`config.mk`:
```
export PLATFORM = sky130hd
export DESIGN_NAME = mhdm_cell
export DESIGN_NICKNAME = d
export VERILOG_FILES = /design/src/hdl/mhdm_pkg.sv /design/src/hdl/mhdm_cell.sv
export SDC_FILE = /design/constraint.sdc
export NUM_CORES = 1
export LEC_CHECK = 0
export BUFFER_PORTS_ARGS = -buffer_cell sky130_fd_sc_hd__buf_2
export CORE_AREA = 2 2 141 143
export CTS_BUF_LIST = sky130_fd_sc_hd__clkbuf_4 sky130_fd_sc_hd__clkbuf_8
export CTS_CLUSTER_DIAMETER = 120
export CTS_CLUSTER_SIZE = 20
export DETAILED_ROUTE_END_ITERATION = 6
export DIE_AREA = 0 0 143 145
export SYNTH_ARGS = -nofsm -noshare
export SYNTH_HDL_FRONTEND = slang
export SYNTH_SLANG_ARGS = --single-unit
```
`constraint.sdc`:
```
create_clock -name clk -period 5.5 [get_ports clk]
set_clock_uncertainty 0.05 [all_clocks]
set_input_delay 0.825 -clock clk [delete_from_list [all_inputs] [get_ports clk]]
set_output_delay 0.825 -clock clk [all_outputs]
set_load 0.02 [all_outputs]
```
`src/hdl/mhdm_pkg.sv`:
```
`default_nettype none
// Shared constants, types and helpers for the max-heap delete-max core.
package mhdm_pkg;

  localparam int unsigned HEAP_DEPTH = 128;
  localparam int unsigned DATA_W     = 32;
  localparam int unsigned LEVELS     = $clog2(HEAP_DEPTH);
  localparam int unsigned CNT_W      = LEVELS;
  localparam int unsigned LVL_W      = (LEVELS > 1) ? $clog2(LEVELS) : 1;
  localparam int unsigned OUT_CNT_W  = 7;
  localparam int unsigned STATUS_W   = 2;

  typedef logic [CNT_W-1:0]         idx_t;
  typedef logic signed [DATA_W-1:0] data_t;
  typedef logic [LVL_W-1:0]         lvl_t;

  typedef enum logic [0:0] {
    OP_APPEND = 1'b0,
    OP_DELETE = 1'b1
  } op_t;

  typedef enum logic [STATUS_W-1:0] {
    ST_OK    = 2'd0,
    ST_EMPTY = 2'd1,
    ST_FULL  = 2'd2
  } status_t;

  typedef enum logic [1:0] {
    S_IDLE,
    S_FETCH,
    S_SIFT
  } state_t;

  // A moving entry: the parent slot it currently sits in and its value.
  typedef struct packed {
    logic  valid;
    idx_t  idx;
    data_t value;
  } tok_t;

  // A write into one level's storage, addressed by heap index.
  typedef struct packed {
    logic  valid;
    idx_t  idx;
    data_t value;
  } wr_t;

  typedef struct packed {
    logic  we;
    idx_t  widx;
    data_t wdata;
    idx_t  ra;
    idx_t  rb;
  } ram_req_t;

  // Level of a heap index is the position of its leading one.
  function automatic lvl_t lvl_of(idx_t x);
    lvl_t pos;
    pos = '0;
    for (int i = 0; i < CNT_W; i++) begin
      if (x[i]) pos = LVL_W'(i);
    end
    return pos;
  endfunction

endpackage
`default_nettype wire

```
`src/hdl/mhdm_cell.sv`:
```
`default_nettype none
// One heap level: reads both children, keeps the larger in the parent slot, passes on.
module mhdm_cell
  import mhdm_pkg::*;
(
  input  wire logic     clk,
  input  wire logic     rst,
  input  wire idx_t     count,
  input  wire tok_t     tok_in,
  output tok_t          tok_out,
  input  wire wr_t      wb_in,
  output wr_t           wb_out,
  input  wire wr_t      host_wr,
  input  wire idx_t     host_rd_idx,
  output data_t         host_rd_data,
  output logic          busy,
  output ram_req_t      ram_req,
  input  wire data_t    ram_rdata_a,
  input  wire data_t    ram_rdata_b
);

  logic  pend;
  idx_t  par_idx;
  data_t val;

  idx_t  lidx;
  idx_t  ridx;
  logic  l_win;
  logic  r_win;
  data_t cand;
  logic  win;
  idx_t  win_idx;
  data_t win_val;
  wr_t   own_wr;

  always_ff @(posedge clk) begin
    if (rst) begin
      pend <= 1'b0;
    end else begin
      pend <= tok_in.valid;
    end
  end

  always_ff @(posedge clk) begin
    if (tok_in.valid) begin
      par_idx <= tok_in.idx;
      val     <= tok_in.value;
    end
  end

  // Children of the held parent live in this level; the read data arrives now.
  always_comb begin
    lidx    = {par_idx[CNT_W-2:0], 1'b0};
    ridx    = {par_idx[CNT_W-2:0], 1'b1};
    l_win   = (lidx <= count) && ($signed(ram_rdata_a) > $signed(val));
    cand    = l_win ? ram_rdata_a : val;
    r_win   = (ridx <= count) && ($signed(ram_rdata_b) > $signed(cand));
    win     = pend && (l_win || r_win);
    win_idx = r_win ? ridx : lidx;
    win_val = r_win ? ram_rdata_b : ram_rdata_a;
  end

  // On a swap the child moves up and the moving entry drops into the child slot.
  always_comb begin
    wb_out  = '{valid: win, idx: par_idx, value: win_val};
    own_wr  = '{valid: win, idx: win_idx, value: val};
    tok_out = '{valid: win, idx: win_idx, value: val};
  end

  always_comb begin
    if (host_wr.valid) begin
      ram_req.we    = 1'b1;
      ram_req.widx  = host_wr.idx;
      ram_req.wdata = host_wr.value;
    end else if (own_wr.valid) begin
      ram_req.we    = 1'b1;
      ram_req.widx  = own_wr.idx;
      ram_req.wdata = own_wr.value;
    end else begin
      ram_req.we    = wb_in.valid;
      ram_req.widx  = wb_in.idx;
      ram_req.wdata = wb_in.value;
    end
    ram_req.ra = tok_in.valid ? {tok_in.idx[CNT_W-2:0], 1'b0} : host_rd_idx;
    ram_req.rb = {tok_in.idx[CNT_W-2:0], 1'b1};
  end

  assign host_rd_data = ram_rdata_a;
  assign busy         = pend;

endmodule
`default_nettype wire

```
==> results.yml <==
cells_and_area:
  fin_cells: 1325
  synthToLayoutAreaGrowth_pct: 78.7
  nFillCells: 1759
  fin_nets: 1327
  drive_gt1_share_pct: 63.8
  fin_util_pct: 52.5
  final_area_sq_um: 10100
logic_synthesis:
  synthTopCellsByArea: "edfxtp_1 21%, ha_1 16%, mux2_2 7.6%"
  yosysWarnings: 0
  synthesis.area_sq_um: 5640
  ys.flop_type: "edfxtp_1"
  synth_nets: 874
  synth_area_leader_cell: "edfxtp_1"
  ys_types: 57
  synth-edff-count: 39
  synthCells: 603
  yosysSeqAreaShare_pct: 21.1
  ys_ff_latch: 40
  synth_common_cells: "71 x ha_1, 54 x buf_4, 54 x nand2_1"
  avgSynthCellArea_sq_um: 9.36
  synth.most_common_cell: "ha_1"
  async_flop_share_pct: 0
  synth_top_area_share_pct: 20.8
clocking:
  cts.hold.buffers_added: 0
  ctsRootBufferMaster: "clkbuf_8"
  numCtsBuffers: 5
  clkSlewWorstSetupHoldPaths_ns: 0.09
  cts_htree_levels: 2
  clock_path_buffers: 2
  cts_sinks: 40
  cts_tree: "done"
pwr:
  p_int_mw: 1.23
  power_leakage_nw: 4.88
  pwr-share-clk_pct: 13.7
  comb_power_share_pct: 68.6
  netSwitchingFraction_pct: 41.9
  vdd_drop_max_mv: 0.106
  power_density_nw_per_um2: 210
  p_sw_mw: 0.888
  power_frac_seq_pct: 17.7
timing:
  max_freq_ghz: 0.158
  rsz0062_at_grt: "true"
  finalSetupViolCount: 75
  maxSlewViolCount: 0
  period_minus_slack_ns: 6.34
  worst_pin_slew_ns: 0.854
  fin_setup_tns_ns: -52.54
  timing.final.crit_share_pct: 115
  slew_headroom_pct: 43.1
  hold_viol_final: 0
  fin_ws_ns: -0.842
drt:
  drtIter0Drc: 225
  ant_nets: 0
  dr_total_vias: 6615
  wire_per_inst_um: 19.2
  drt_wl_total_um: 25400
  first_pass_iters: 4
  route.detailed.drc: 0
  vias_per_cell: 4.99
floorplan:
  die_area_sq_um: 20700
  die_w_um: 143
  initial_utilization_pct: 29.4
  num_rows: 51
  design.core.area_sq_um: 19200
  pin_count: 367
  die_y_um: 145
critical_path:
  critPathSlowestCell: "a2111oi_4"
  crit_chain: "buf_2, ha_4, a41oi_2, o21ai_2, a221oi_2, nand3_1, buf_6, o31a_1, o21ai_4, buf_12, buf_12, mux2i_2, ha_1, a21oi_1, o21ai_1, a211o_1, a2111oi_4, a211o_1, o211ai_1, buf_6, clkbuf_16, a221o_1, buf_6"
  worstPathArrival_ns: 5.47
  required_ns: 4.62
  critical-path-max-stage-delay_ns: 0.42
  crit_type: "primary input to output pin"
  crit_top_cell: "buf_6"
  crit_family: "compound AO/OA/AOI/OAI gates"
  end_kind: "output pin"
  setup.worst_path.start_class: "primary input"
  critPathBufInv: 7
  critPathMaxFanout: 6
grt:
  grt_pass1_wl_um: 35900
  grt_max_degree: 78
  first_global_vias: 6446
  track_usage_pct: 22.7
  antenna_found_initial: 2
  grt-ovfl-total: 0
run:
  cap_violations: 0
placed_design:
  post_dp_cell_area_sq_um: 8720
  dp.cells: 1284
  dp_slack_ns: -1.30
  portBuffers: 365
  place.gp.congestion: 0.896
  hpwl_um: 19700
status:
  outcome: "finished with violations"
  violations: "negative setup slack"
worst_hold_path:
  holdCritPathClass: "primary input to register"
[cell type report]
class,instances,area (sq um),area share (%)
multi-input combinational,426,4490,44.5
clock buffer,7,96.3,0.955
sequential,40,1190,11.8
clock inverter,1,30.0,0.298
antenna,3,7.51,0.0745
timing repair buffer,535,3760,37.3
tap,265,332,3.29
inverter,48,180,1.79
[state kept, by name (all words and copies together) (netlist names)]
name / count
par_idx: 7
val: 32
busy: 1
[stage by stage]
step | total power, mW | hold WS [ns]
finish | 2.12 | 0.607
global route | 2.24 | 0.586
CTS | 2.01 | 0.589
detailed placement | 1.57 | 0.939
global placement | 1.56 | 0.933
floorplan | 1.11 | 0.847
[per-layer routing]
layer | track usage (%) | part of all wire, % | vias to the layer above
li1 | - | - | 3173
met1 | 27.3 | 41 | 3116
met2 | 40.6 | 50 | 287
met3 | 4.16 | 6.0 | 39
met4 | 6.78 | 2.8 | 0
met5 | 0 | 0 | -
[path summary, 6_finish.rpt]
kind       startpoint              end  cells after the start
max   ram_rdata_a[23]      ram_req[48]                     23
min               rst  busy$_SDFF_PP0_                      2
[power by group through the flow]
stage	clock network (mW)	logic (mW)	registers (mW)
finish	0.290	1.46	0.375
global route	0.308	1.55	0.379
CTS	0.300	1.34	0.375
detailed placement	0	1.19	0.382
global placement	0	1.18	0.381
floorplan	0	0.697	0.414
[layout by cell type, fill, tap and decap left out, types with 4 or more instances in the layout]
cell,synthesis,routed
nor2b_1,11,11
a21oi_2,0,6
clkbuf_8,0,7
mux2_2,38,38
buf_6,6,52
a2111oi_1,0,4
a21o_1,6,5
a21oi_1,25,18
o211ai_1,4,4
a2111oi_4,3,27
buf_12,0,13
inv_1,48,46
nand4_1,11,11
mux2i_1,31,30
nand2_1,54,53
a2111oi_2,18,9
a221o_1,39,39
and4_1,5,5
ha_4,0,17
ha_1,71,53
edfxtp_1,39,39
buf_2,9,318
nand3_1,5,5
buf_4,54,141
clkbuf_16,0,4
o21ai_0,10,5
nor2_1,37,36
[what timing repair did]
action / 4_1_cts / 5_1_grt
endpoints found under the setup margin: 75 / 75
gates cloned: 4 / 4
setup buffers: 20 / 2
resized for setup: 71 / 125
pin swaps: 19 / 22
[cells by family (layout without fill, tap and decap cells)]
| family | Yosys count | count (layout) | share of synthesized area [%] |
|---|---|---|---|
| AOI/OAI and AO/OA | 144 | 144 | 23.6 |
| and+or+nand+nor | 141 | 141 | 12.6 |
| buffers and inverters | 137 | 591 | 13.8 |
| other | 1 | 4 | 0.0665 |
| muxes | 69 | 69 | 13.1 |
| DFF | 40 | 40 | 21.1 |
| adders and majority gates | 71 | 71 | 15.7 |
Note: power is estimated with default switching activity, not from simulation.
