`src/hdl/mhdm_ram.sv`:
```
`default_nettype none
// Generic RAM with one write port and two registered read ports.
module mhdm_ram #(
  parameter int unsigned WIDTH = 32,
  parameter int unsigned DEPTH = 2
) (
  input  wire logic                                        clk,
  input  wire logic                                        we,
  input  wire logic [((DEPTH > 1) ? $clog2(DEPTH) : 1)-1:0] waddr,
  input  wire logic [WIDTH-1:0]                            wdata,
  input  wire logic [((DEPTH > 1) ? $clog2(DEPTH) : 1)-1:0] raddr_a,
  input  wire logic [((DEPTH > 1) ? $clog2(DEPTH) : 1)-1:0] raddr_b,
  output logic      [WIDTH-1:0]                            rdata_a,
  output logic      [WIDTH-1:0]                            rdata_b
);

  logic [WIDTH-1:0] mem [DEPTH];

  always_ff @(posedge clk) begin
    if (we) begin
      mem[waddr] <= wdata;
    end
    rdata_a <= mem[raddr_a];
    rdata_b <= mem[raddr_b];
  end

endmodule
`default_nettype wire

```
`config.mk`:
```
export PLATFORM = sky130hd
export DESIGN_NAME = mhdm_ram
export DESIGN_NICKNAME = d
export VERILOG_FILES = /design/src/hdl/mhdm_ram.sv
export SDC_FILE = /design/constraint.sdc
export NUM_CORES = 1
export LEC_CHECK = 0
export BUFFER_PORTS_ARGS = -buffer_cell sky130_fd_sc_hd__buf_2
export CAP_MARGIN = 20
export CORE_ASPECT_RATIO = 0.5
export CORE_UTILIZATION = 40
export DETAILED_ROUTE_END_ITERATION = 10
export HOLD_SLACK_MARGIN = 0.12
export SETUP_SLACK_MARGIN = 0.05
export SYNTH_ARGS = -nofsm -noshare
export SYNTH_HDL_FRONTEND = slang
export SYNTH_SLANG_ARGS = --single-unit
export TNS_END_PERCENT = 50
```
`constraint.sdc`:
```
create_clock -name clk -period 2.57 [get_ports clk]
set_input_delay 0.1285 -clock clk [delete_from_list [all_inputs] [get_ports clk]]
set_output_delay 0.1285 -clock clk [all_outputs]
set_load 0.03 [all_outputs]
```
==> results by group, run 1 <==
Run status
  • Status: complete, no violations

STA
  • Max Clock Freq: 929 MHz
  • Final Hold Violating Endpoints: 0
  • RSZ-0062 raised after global routing: false
  • Post-route minimum period: 1080 ps
  • Final max-slew violation count: 0
  • Tcrit/Tclk final: 41.9%
  • Max-Slew Margin vs Limit: 39.3%
  • Final Skew: 6.13 ps
  • Number of setup violations in the final report: 0
  • Fin Setup TNS: 0 ps
  • Actual slew at the worst max-slew pin: 911 ps

Critical path
  • CP Cell Sequence: buf_2
  • CP Buf/Inv Count: 1
  • Critical path peak fanout: 1
  • R2r setup slk: 1760 ps
  • CP delay by family, top: flip-flops
  • CP Capture Type: output pin
  • Largest stage delay on the critical path: 340 ps
  • Critical path class: reg2out
  • Crit path launch type: register
  • Worst Path Arrival: 950 ps
  • Worst path required time: 2440 ps
  • CP max-delay cell: dfxtp_1

Synthesis
  • Avg Cell Area, Syn: 21.3 µm²
  • Synth cell types: 8
  • Cells after Synth: 202
  • Cell Area, Synth: 4300 µm²
  • Mux contribution to synthesized area: 22.0%
  • #FFs+latches synth: 128
  • Sequential cell area fraction in the yosys report: 74.4%
  • Area leader, netlist: edfxtp_1
  • Synth area leaders: edfxtp_1, dfxtp_1, mux2_4
  • Post-Syn Nets: 239
  • Synth Warn #: 0
  • Post-Synth Adder-Cell Area: 0%
  • Post-synth top area share: 44.7%
  • Simple-Gate Fraction of Synth Area: 0.291%
  • Main combinational cell family by area after synthesis: multiplexers
  • Synth Area in Compound Gates: 0%
  • Synth Area in XOR/XNOR: 0%

Power and ir drop
  • Maximum VDD drop: 0.373 mV
  • Sequential share of power: 45.2%
  • Lkg Pwr: 2.49 nW
  • Sw Ratio: 21.7%
  • Internal power: 0.00412 W
  • NetSw: 0.00114 W
  • Clk network pwr share: 44.1%
  • PD cells: 909 nW/µm²
  • Combinational Power Share: 10.7%

Worst hold path
  • Worst hold path type: in2reg

Placed design
  • IO Port Bufs: 100
  • GP Congestion: 0.681
  • Post-Place Cell Area: 4880 µm²
  • HPWL after DPL: 4360 µm

Floorplanning
  • Die Y: 75.4 µm
  • Die Span X: 149 µm
  • Die area: 11200 µm²
  • Total core area: 10300 µm²
  • # IOs: 101
  • FP Rows: 26
  • Starting Density: 41.6%

Clock tree
  • H-tree depth: 4
  • CTS Buf Count: 17
  • Clock Sinks: 128
  • CTS root buffer: clkbuf_16
  • Max Root-Sink Buffers: 2
  • Resized cells post-CTS: 0
  • CTS tree: done
  • Later-pin clock latency in the skew report: 400 ps
  • Clock Pin Slew Worst Setup and Hold Paths: 50 ps

Routing
  • WL final: 7010 µm
  • Avg Vias per Cell: 4.24
  • Wire per inst: 14.0 µm
  • Post-route ant nets: 0
  • DRC: 0
  • Vias after detailed routing: 2130
  • Iter 0 DRT Violations: 41
  • Drt first pass iters: 4

Global routing
  • Initial antenna violation count: 0
  • First-pass GRT wire length: 10400 µm
  • Number of global-route vias before repair: 2119
  • Pin count of the biggest net entering global routing: 33
  • GRT Residual Overflow: 0
  • Total track usage: 13.2%

Run
  • Max_cap viols: 0

Finish
  • Layout cells sized above 1: 54.4%
  • Area grow syn2layout: 34.4%
  • Final Instance Area: 5790 µm²
  • Post-layout nets: 386
  • Diode count: 0
==> cells in the final DEF (no fill, tap or decap), drive strengths merged <==
| cell type | netlist | routed |
|---|---|---|
| edfxtp | 64 | 64 |
| and2 | 1 | 1 |
| dlygate4sd3 | 0 | 32 |
| nor2b | 1 | 1 |
| clkbuf | 0 | 26 |
| mux2 | 64 | 64 |
| buf | 8 | 104 |
| dfxtp | 64 | 64 |
| clkinvlp | 0 | 1 |
| clkinv | 0 | 3 |
| bufinv | 0 | 2 |
==> area by class of cell <==
| class | instances | area, µm² |
|---|---|---|
| sequential | 128 | 3200 |
| timing repair buffer | 136 | 851 |
| tap | 140 | 175 |
| fill | 831 | 4560 |
| clock buffer | 26 | 509 |
| multi-input combinational | 66 | 967 |
| clock inverter | 6 | 81.3 |
==> registers in the layout (all words and copies together), names as in the netlist <==
name / flops
mem: 64
rdata_b: 32
rdata_a: 32
==> synth_stat cells, drive strengths merged <==
| cell type | n |
|---|---|
| edfxtp | 64 |
| mux2 | 64 |
| buf | 8 |
| dfxtp | 64 |
| nor2b | 1 |
| and2 | 1 |
==> power groups by stage <==
| stage | combinational [W] | clock [W] | sequential, W |
|---|---|---|---|
| final | 0.000563 | 0.00232 | 0.00238 |
| after global routing | 0.000594 | 0.00248 | 0.00239 |
| after CTS | 0.000570 | 0.00238 | 0.00238 |
| after detailed placement | 0.000532 | 0 | 0.00242 |
| after global placement | 0.000526 | 0 | 0.00241 |
| after floorplan | 0.000202 | 0 | 0.00260 |
==> routing by layer <==
layer | GRT usage (%) | part of all wire [%] | vias up
met5 | 0 | 0 | -
met4 | 9.28 | 1.8 | 0
met3 | 4.07 | 4.0 | 10
met2 | 23.1 | 52 | 54
met1 | 14.4 | 42 | 1030
li1 | - | - | 1036
==> worst paths after layout <==
kind | start | to | cells past startpoint
max | rdata_a[6] | rdata_a[6] | 1
min | raddr_b | rdata_b[18] | 2
max reg2reg | mem[0][4] | rdata_b[4] | 1
min reg2reg | mem[1][30] | rdata_b[30] | 1
==> metrics by stage <==
stage | instances | power (W) | worst slack [ps] | hold slack (ps) | util [%]
floorplan | 202 | 0.00280 | 564 | 227 | -
global placement | 438 | 0.00293 | 1160 | 319 | 47.1
detailed placement | 438 | 0.00295 | 1140 | 321 | 47.1
CTS | 502 | 0.00532 | 1480 | 194 | 55.9
global route | 502 | 0.00546 | 1450 | 202 | 55.9
finish | 502 | 0.00526 | 1490 | 202 | 55.9
==> cells by family (layout without fill, tap and decap cells) <==
kind of cell / count (synthesis) / after routing
buffers and inverters: 8 / 168
flip-flops: 128 / 128
multiplexers: 64 / 64
AND/OR/NAND/NOR: 2 / 2
==> repair_timing <==
item	CTS	global route
hold buffers	32	0
setup endpoints to repair	0	0
hold endpoints to repair	64	0
setup buffers	0	0
(Power assumes the default switching activity.)
==> run 2: changes to the inputs <==
clock period = 1.15 ns   (was 2.57 ns; I/O delays follow)
==> results by group, run 2 (synthesis gave the netlist of run 1 again) <==
STA
  • Min Hold Slack: 165 ps (-37.2 ps)
  • Final Skew: 3.40 ps (-2.73 ps)
  • RSZ-0062 raised after global routing: false
  • Max Clock Freq: 1000 MHz
  • Post-route minimum period: 999 ps
  • Final Hold Violating Endpoints: 0 (unchanged)
  • Number of setup violations in the final report: 0 (unchanged)
  • Max-Slew Margin vs Limit: 82.2% (+43 points)
  • Actual slew at the worst max-slew pin: 268 ps (-643 ps)
  • Tcrit/Tclk final: 86.9%
  • Setup ws final: 151 ps (-1340 ps)
  • Final max-slew violation count: 0 (unchanged)

Run
  • Max_cap viols: 0 (unchanged)

Power and ir drop
  • NetSw: 0.00271 W (+140%)
  • Sw Ratio: 22.9% (+1.1 points)
  • Overall Power: 0.0118 W (+130%)
  • PD cells: 2030 nW/µm² (+120%)
  • Sequential share of power: 44.8% (-0.4 points)
  • Clk network pwr share: 44.4% (+0.3 points)
  • Internal power: 0.00914 W (+120%)
  • Lkg Pwr: 2.51 nW (+0.55%)
  • Combinational Power Share: 10.8% (about the same)
  • Maximum VDD drop: 0.892 mV (+140%)

Run status
  • Status: complete, no violations

Clock tree
  • Clock Sinks: 128 (unchanged)
  • Max Root-Sink Buffers: 2 (unchanged)
  • CTS tree: done
  • CTS Buf Count: 17 (unchanged)
  • CTS root buffer: clkbuf_16
  • Clock Pin Slew Worst Setup and Hold Paths: 60 ps (about the same)
  • H-tree depth: 4 (unchanged)
  • Later-pin clock latency in the skew report: 400 ps (about the same)

Critical path
  • CP Capture Type: output pin
  • CP max-delay cell: dfxtp_1
  • Worst path required time: 1090 ps (-1350 ps)
  • Critical path class: reg2out
  • Crit path launch type: register
  • Largest stage delay on the critical path: 330 ps (about the same)
  • CP delay by family, top: flip-flops
  • CP Buf/Inv Count: 1 (unchanged)
  • CP Cell Sequence: buf_2
  • Worst Path Arrival: 940 ps (about the same)
  • Critical path peak fanout: 1 (unchanged)
  • R2r setup slk: 340 ps (-1420 ps)

Routing
  • WL final: 7020 µm (+0.14%)
  • Drt first pass iters: 4 (unchanged)
  • Wire per inst: 14.0 µm (about the same)
  • Post-route ant nets: 0 (unchanged)
  • Iter 0 DRT Violations: 53 (+29%)
  • Avg Vias per Cell: 4.26 (+0.36%)
  • Vias after detailed routing: 2142 (+0.56%)
  • DRC: 0 (unchanged)

Finish
  • Final Util: 56.5% (+0.59 points)
  • Largest regs: mem x64, rdata_a x32, rdata_b x32
  • Post-layout nets: 387 (+0.26%)
  • Commonest non-fill, non-tap cell in the layout: buf_2
  • Final Instance Area: 5850 µm² (+1.1%)
  • Fill cells: 819 (-1.4%)
  • Register area: 3200 µm² (unchanged)
  • Max reg flops: 64 (unchanged)
  • Layout cells sized above 1: 55.4% (+0.95 points)
  • Area grow syn2layout: 35.9%
  • Commonest non-fill, non-tap cells in the layout: buf_2, edfxtp_1, dfxtp_1, mux2_4, dlygate4sd3_1
  • Multi-input logic area: 967 µm² (unchanged)
  • Biggest register: mem
  • Diode count: 0 (unchanged)

Floorplanning
  • Die Span X: 149 µm (unchanged)
  • Die area: 11200 µm² (unchanged)
  • Die Y: 75.4 µm (unchanged)
  • # IOs: 101 (unchanged)
  • Total core area: 10300 µm² (unchanged)
  • Starting Density: 41.6% (unchanged)
  • FP Rows: 26 (unchanged)

Placed design
  • HPWL after DPL: 4430 µm (+1.6%)
  • Post-Place Cell Area: 4930 µm² (+1.2%)
  • IO Port Bufs: 100 (unchanged)
  • Setup WS pre-CTS: 212 ps (-928 ps)
  • GP Congestion: 0.736 (+8.1%)

Global routing
  • GRT Residual Overflow: 0 (unchanged)
  • Total track usage: 13.3% (+0.068 points)
  • Number of global-route vias before repair: 2206 (+4.1%)
  • Pin count of the biggest net entering global routing: 33 (unchanged)
  • First-pass GRT wire length: 10500 µm (+1.0%)
  • Initial antenna violation count: 0 (unchanged)

Worst hold path
  • Worst hold path type: in2reg
==> run 2: final timing paths <==
| check | startpoint | endpoint | cells after the start |
|---|---|---|---|
| worst max-delay path | rdata_a[24] | rdata_a[24] | 1 |
| worst min-delay path | waddr | mem[0][2] | 3 |
| worst max register to register | mem[0][28] | rdata_b[28] | 1 |
| worst min register to register | mem[1][27] | rdata_b[27] | 1 |
==> run 2: power by group through the flow <==
stage	registers (W)	clock network, W	logic (W)
global placement	0.00538	0	0.00119
floorplan	0.00581	0	0.000453
CTS	0.00531	0.00538	0.00130
detailed placement	0.00540	0	0.00121
global route	0.00535	0.00558	0.00135
finish	0.00531	0.00526	0.00128
==> run 2: metal layers <==
| metal | track usage, % | wire length (µm) |
|---|---|---|
| met4 | 7.90 | 127 |
| met2 | 23.4 | 3590 |
| met3 | 5.15 | 345 |
| met5 | 0 | 0 |
| met1 | 14.1 | 2950 |
==> run 2: what timing repair did <==
item,4_1_cts,5_1_grt
resized for setup,0,0
setup buffers,0,0
hold buffers,32,0
hold endpoints to repair,64,0
==> run 2: final cells by class <==
cell class              instances  area share (%)
clock buffers                  17            7.27
clock inverters                15            2.89
multi-input cells              66            16.5
flip-flops and latches        128            54.8
well taps                     140            3.00
repair buffers                137            15.5
==> run 2: worst min-delay path, delay by kind of cell <==
kind	cells	cell delay [ps]
buffers and inverters	2	280
AND/OR/NAND/NOR	1	40
==> run 2: stage by stage <==
step | std cells | TNS, ps
global placement | 439 | 0
global route | 503 | 0
CTS | 503 | 0
floorplan | 202 | -3030
finish | 503 | 0
detailed placement | 439 | 0
==> run 3: changes to the inputs <==
ABC_AREA = 1   (was not set)
CORE_UTILIZATION = 50   (was 40)
PLACE_DENSITY = 0.75   (was not set)
==> results by group, run 3 <==
Run status
  • Status: complete, no violations

Placed design
  • Setup WS pre-CTS: 170 ps (-42.6 ps)
  • Post-Place Cell Area: 4700 µm² (-4.6%)
  • GP Congestion: 0.674 (-8.4%)
  • IO Port Bufs: 100 (unchanged)
  • HPWL after DPL: 4680 µm (+5.7%)

Routing
  • DRC: 0 (unchanged)
  • Wire per inst: 13.8 µm (-1.4%)
  • Drt first pass iters: 4 (unchanged)
  • Avg Vias per Cell: 4.52 (+6.2%)
  • Vias after detailed routing: 2749 (+28%)
  • Post-route ant nets: 0 (unchanged)
  • WL final: 8370 µm (+19%)
  • Iter 0 DRT Violations: 166 (+210%)

Critical path
  • CP Capture Type: output pin
  • CP delay by family, top: flip-flops
  • CP max-delay cell: dfxtp_1
  • Worst Path Arrival: 950 ps (about the same)
  • Critical path peak fanout: 1 (unchanged)
  • R2R cell count: 2 (+1)
  • Critical path class: reg2out
  • CP Depth: 1 (unchanged)
  • CP Cell Sequence: buf_2
  • Largest stage delay on the critical path: 330 ps (about the same)
  • CP Buf/Inv Count: 1 (unchanged)
  • Crit path launch type: register
  • Worst path required time: 1090 ps (about the same)
  • R2r setup slk: 450 ps (+110 ps)
  • Reg2reg start: mem[0][30]
  • Reg2Reg Capture Point: rdata_b[30]

Power and ir drop
  • Internal power: 0.00860 W (-5.9%)
  • Lkg Pwr: 2.58 nW (+2.7%)
  • Clk network pwr share: 42.7% (-1.7 points)
  • NetSw: 0.00267 W (-1.4%)
  • Maximum VDD drop: 1.16 mV (+30%)
  • Combinational Power Share: 10.2% (-0.6 points)
  • Sw Ratio: 23.7% (+0.83 points)
  • Sequential share of power: 47.1% (+2.3 points)
  • PD cells: 2020 nW/µm² (-0.16%)

Global routing
  • Total track usage: 20.1% (+6.8 points)
  • GRT Residual Overflow: 0 (unchanged)
  • Number of global-route vias before repair: 2669 (+21%)
  • Initial antenna violation count: 0 (unchanged)
  • Pin count of the biggest net entering global routing: 33 (unchanged)
  • First-pass GRT wire length: 12600 µm (+20%)

Synthesis
  • Sequential cell area fraction in the yosys report: 76.8% (+2.4 points)
  • #FFs+latches synth: 128 (unchanged)
  • Mux contribution to synthesized area: 0% (-22 points)
  • Synth cell types: 11 (+3)
  • Count leader, synth: nand2_1
  • Post-synth top area share: 46.1% (+1.4 points)
  • Post-synth top cells: nand2_1, dfxtp_1, edfxtp_1
  • Synth Area in XOR/XNOR: 0% (unchanged)
  • Post-Synth Adder-Cell Area: 0% (unchanged)
  • Synth area leaders: edfxtp_1, dfxtp_1, nand2_1
  • Area leader, netlist: edfxtp_1
  • Cells after Synth: 340 (+68%)
  • Main combinational cell family by area after synthesis: simple AND/OR/NAND/NOR gates
  • Synth Warn #: 0 (unchanged)
  • Avg Cell Area, Syn: 12.3 µm² (-42%)
  • Synth Area in Compound Gates: 0% (unchanged)
  • EDFF count, synth: 64 (unchanged)
  • Synth Flop Type: edfxtp_1
  • Post-Syn Nets: 377 (+58%)
  • Cell Area, Synth: 4170 µm² (-3.1%)
  • Async SR Flop Fraction: 0% (unchanged)
  • Simple-Gate Fraction of Synth Area: 18.2% (+18 points)

Finish
  • Commonest non-fill, non-tap cell in the layout: nand2_1
  • Post-layout nets: 520 (+34%)
  • Biggest register: mem
  • Final Instance Area: 5570 µm² (-4.7%)
  • Area grow syn2layout: 33.6%
  • Layout cells sized above 1: 29.4% (-26 points)
  • Largest regs: mem x64, rdata_a x32, rdata_b x32
  • Diode count: 0 (unchanged)
  • Max reg flops: 64 (unchanged)
  • Final Util: 69.4% (+13 points)
  • Commonest non-fill, non-tap cells in the layout: nand2_1, buf_2, edfxtp_1, dfxtp_1, dlygate4sd3_1

STA
  • Post-route minimum period: 1010 ps (+8.81 ps)
  • Fin Setup TNS: 0 ps (unchanged)
  • Max-Slew Margin vs Limit: 61.3% (-21 points)
  • Setup ws final: 142 ps (-8.81 ps)
  • Number of setup violations in the final report: 0 (unchanged)
  • Tcrit/Tclk final: 87.6% (+0.77 points)
  • Final Skew: 7.46 ps (+4.06 ps)
  • Final max-slew violation count: 0 (unchanged)
  • Actual slew at the worst max-slew pin: 580 ps (+312 ps)
  • Max Clock Freq: 992 MHz (-0.87%)
  • Final Hold Violating Endpoints: 0 (unchanged)
  • RSZ-0062 raised after global routing: false

Worst hold path
  • Worst hold path type: in2reg
  • Hold Path End: mem[0][24]
  • Startpoint of the lowest-slack hold path: waddr
  • Hold path cells: 3 (unchanged)

Floorplanning
  • Die Span X: 131 µm (-12%)
  • Die area: 8730 µm² (-22%)
  • Starting Density: 52.0% (+10 points)
  • Total core area: 8030 µm² (-22%)
  • # IOs: 101 (unchanged)
  • FP Rows: 23 (-12%)
  • Die Y: 66.6 µm (-12%)

Clock tree
  • CTS Buf Count: 17 (unchanged)
  • CTS tree: done
  • Clock Pin Slew Worst Setup and Hold Paths: 50 ps (about the same)
  • Clock Sinks: 128 (unchanged)
  • CTS root buffer: clkbuf_16
  • H-tree depth: 4 (unchanged)
  • Post-CTS setup buffer count: 0 (unchanged)
  • Max Root-Sink Buffers: 2 (unchanged)
  • Later-pin clock latency in the skew report: 410 ps (about the same)

Run
  • Max_cap viols: 0 (unchanged)
==> run 3: changes by cell type after synthesis, sizes merged <==
cell / delta
nor2b: -1
clkbuf: +3
buf: +3
inv: +4
mux2: -64
nand2: +193
nor2: +1
and2: -1
==> run 3: cell type report <==
cell class | count | area (µm²)
flip-flops and latches | 128 | 3200
fillers | 540 | 2460
repair buffers | 138 | 893
multi-input cells | 194 | 768
clock buffers | 25 | 475
well taps | 112 | 140
clock inverters | 7 | 61.3
inverters | 4 | 30.0
==> run 3: power groups by stage <==
stage | sequential, W | combinational (W) | clock (W)
floorplan | 0.00579 | 0.000319 | 0
global placement | 0.00539 | 0.00104 | 0
detailed placement | 0.00539 | 0.00106 | 0
CTS | 0.00531 | 0.00115 | 0.00482
global route | 0.00534 | 0.00124 | 0.00505
finish | 0.00531 | 0.00115 | 0.00481
==> run 3: logic make-up after synthesis <==
logic type | count (synthesis)
and+or+nand+nor | 194
DFF | 128
buffers and inverters | 18
==> run 3: through the flow <==
stage,instances,power [W],hold slack [ps]
after global routing,608,0.0116,171
final,608,0.0113,162
after detailed placement,543,0.00645,248
after CTS,608,0.0113,160
after global placement,543,0.00642,245
after floorplan,340,0.00611,156
==> run 3: repair_timing <==
action / CTS / global route
hold buffers: 33 / 0
endpoints found under the hold margin: 75 / 0
gates resized for setup: 0 / 0
==> run 3: how the worst max path moves through the flow <==
stage | start | end | slack [ps]
after floorplan | waddr | mem[1][0] | 30
after global placement | raddr_b | rdata_b[9] | 170
after detailed placement | raddr_b | rdata_b[28] | 170
after CTS | rdata_b[25] | rdata_b[25] | 140
after global routing | raddr_a | rdata_a[10] | 90
final | rdata_b[12] | rdata_b[12] | 140
==> run 3: worst min-delay path, delay by kind of cell <==
kind | cells | cell delay [ps]
AND/OR/NAND/NOR | 1 | 50
buffers and inverters | 2 | 270
==> run 3: per-layer routing <==
| metal | GRT usage, % | part of all wire, % |
|---|---|---|
| met5 | 0 | 0 |
| met4 | 9.71 | 1.4 |
| met3 | 7.00 | 6.5 |
| met2 | 35.5 | 51 |
| met1 | 22.2 | 41 |
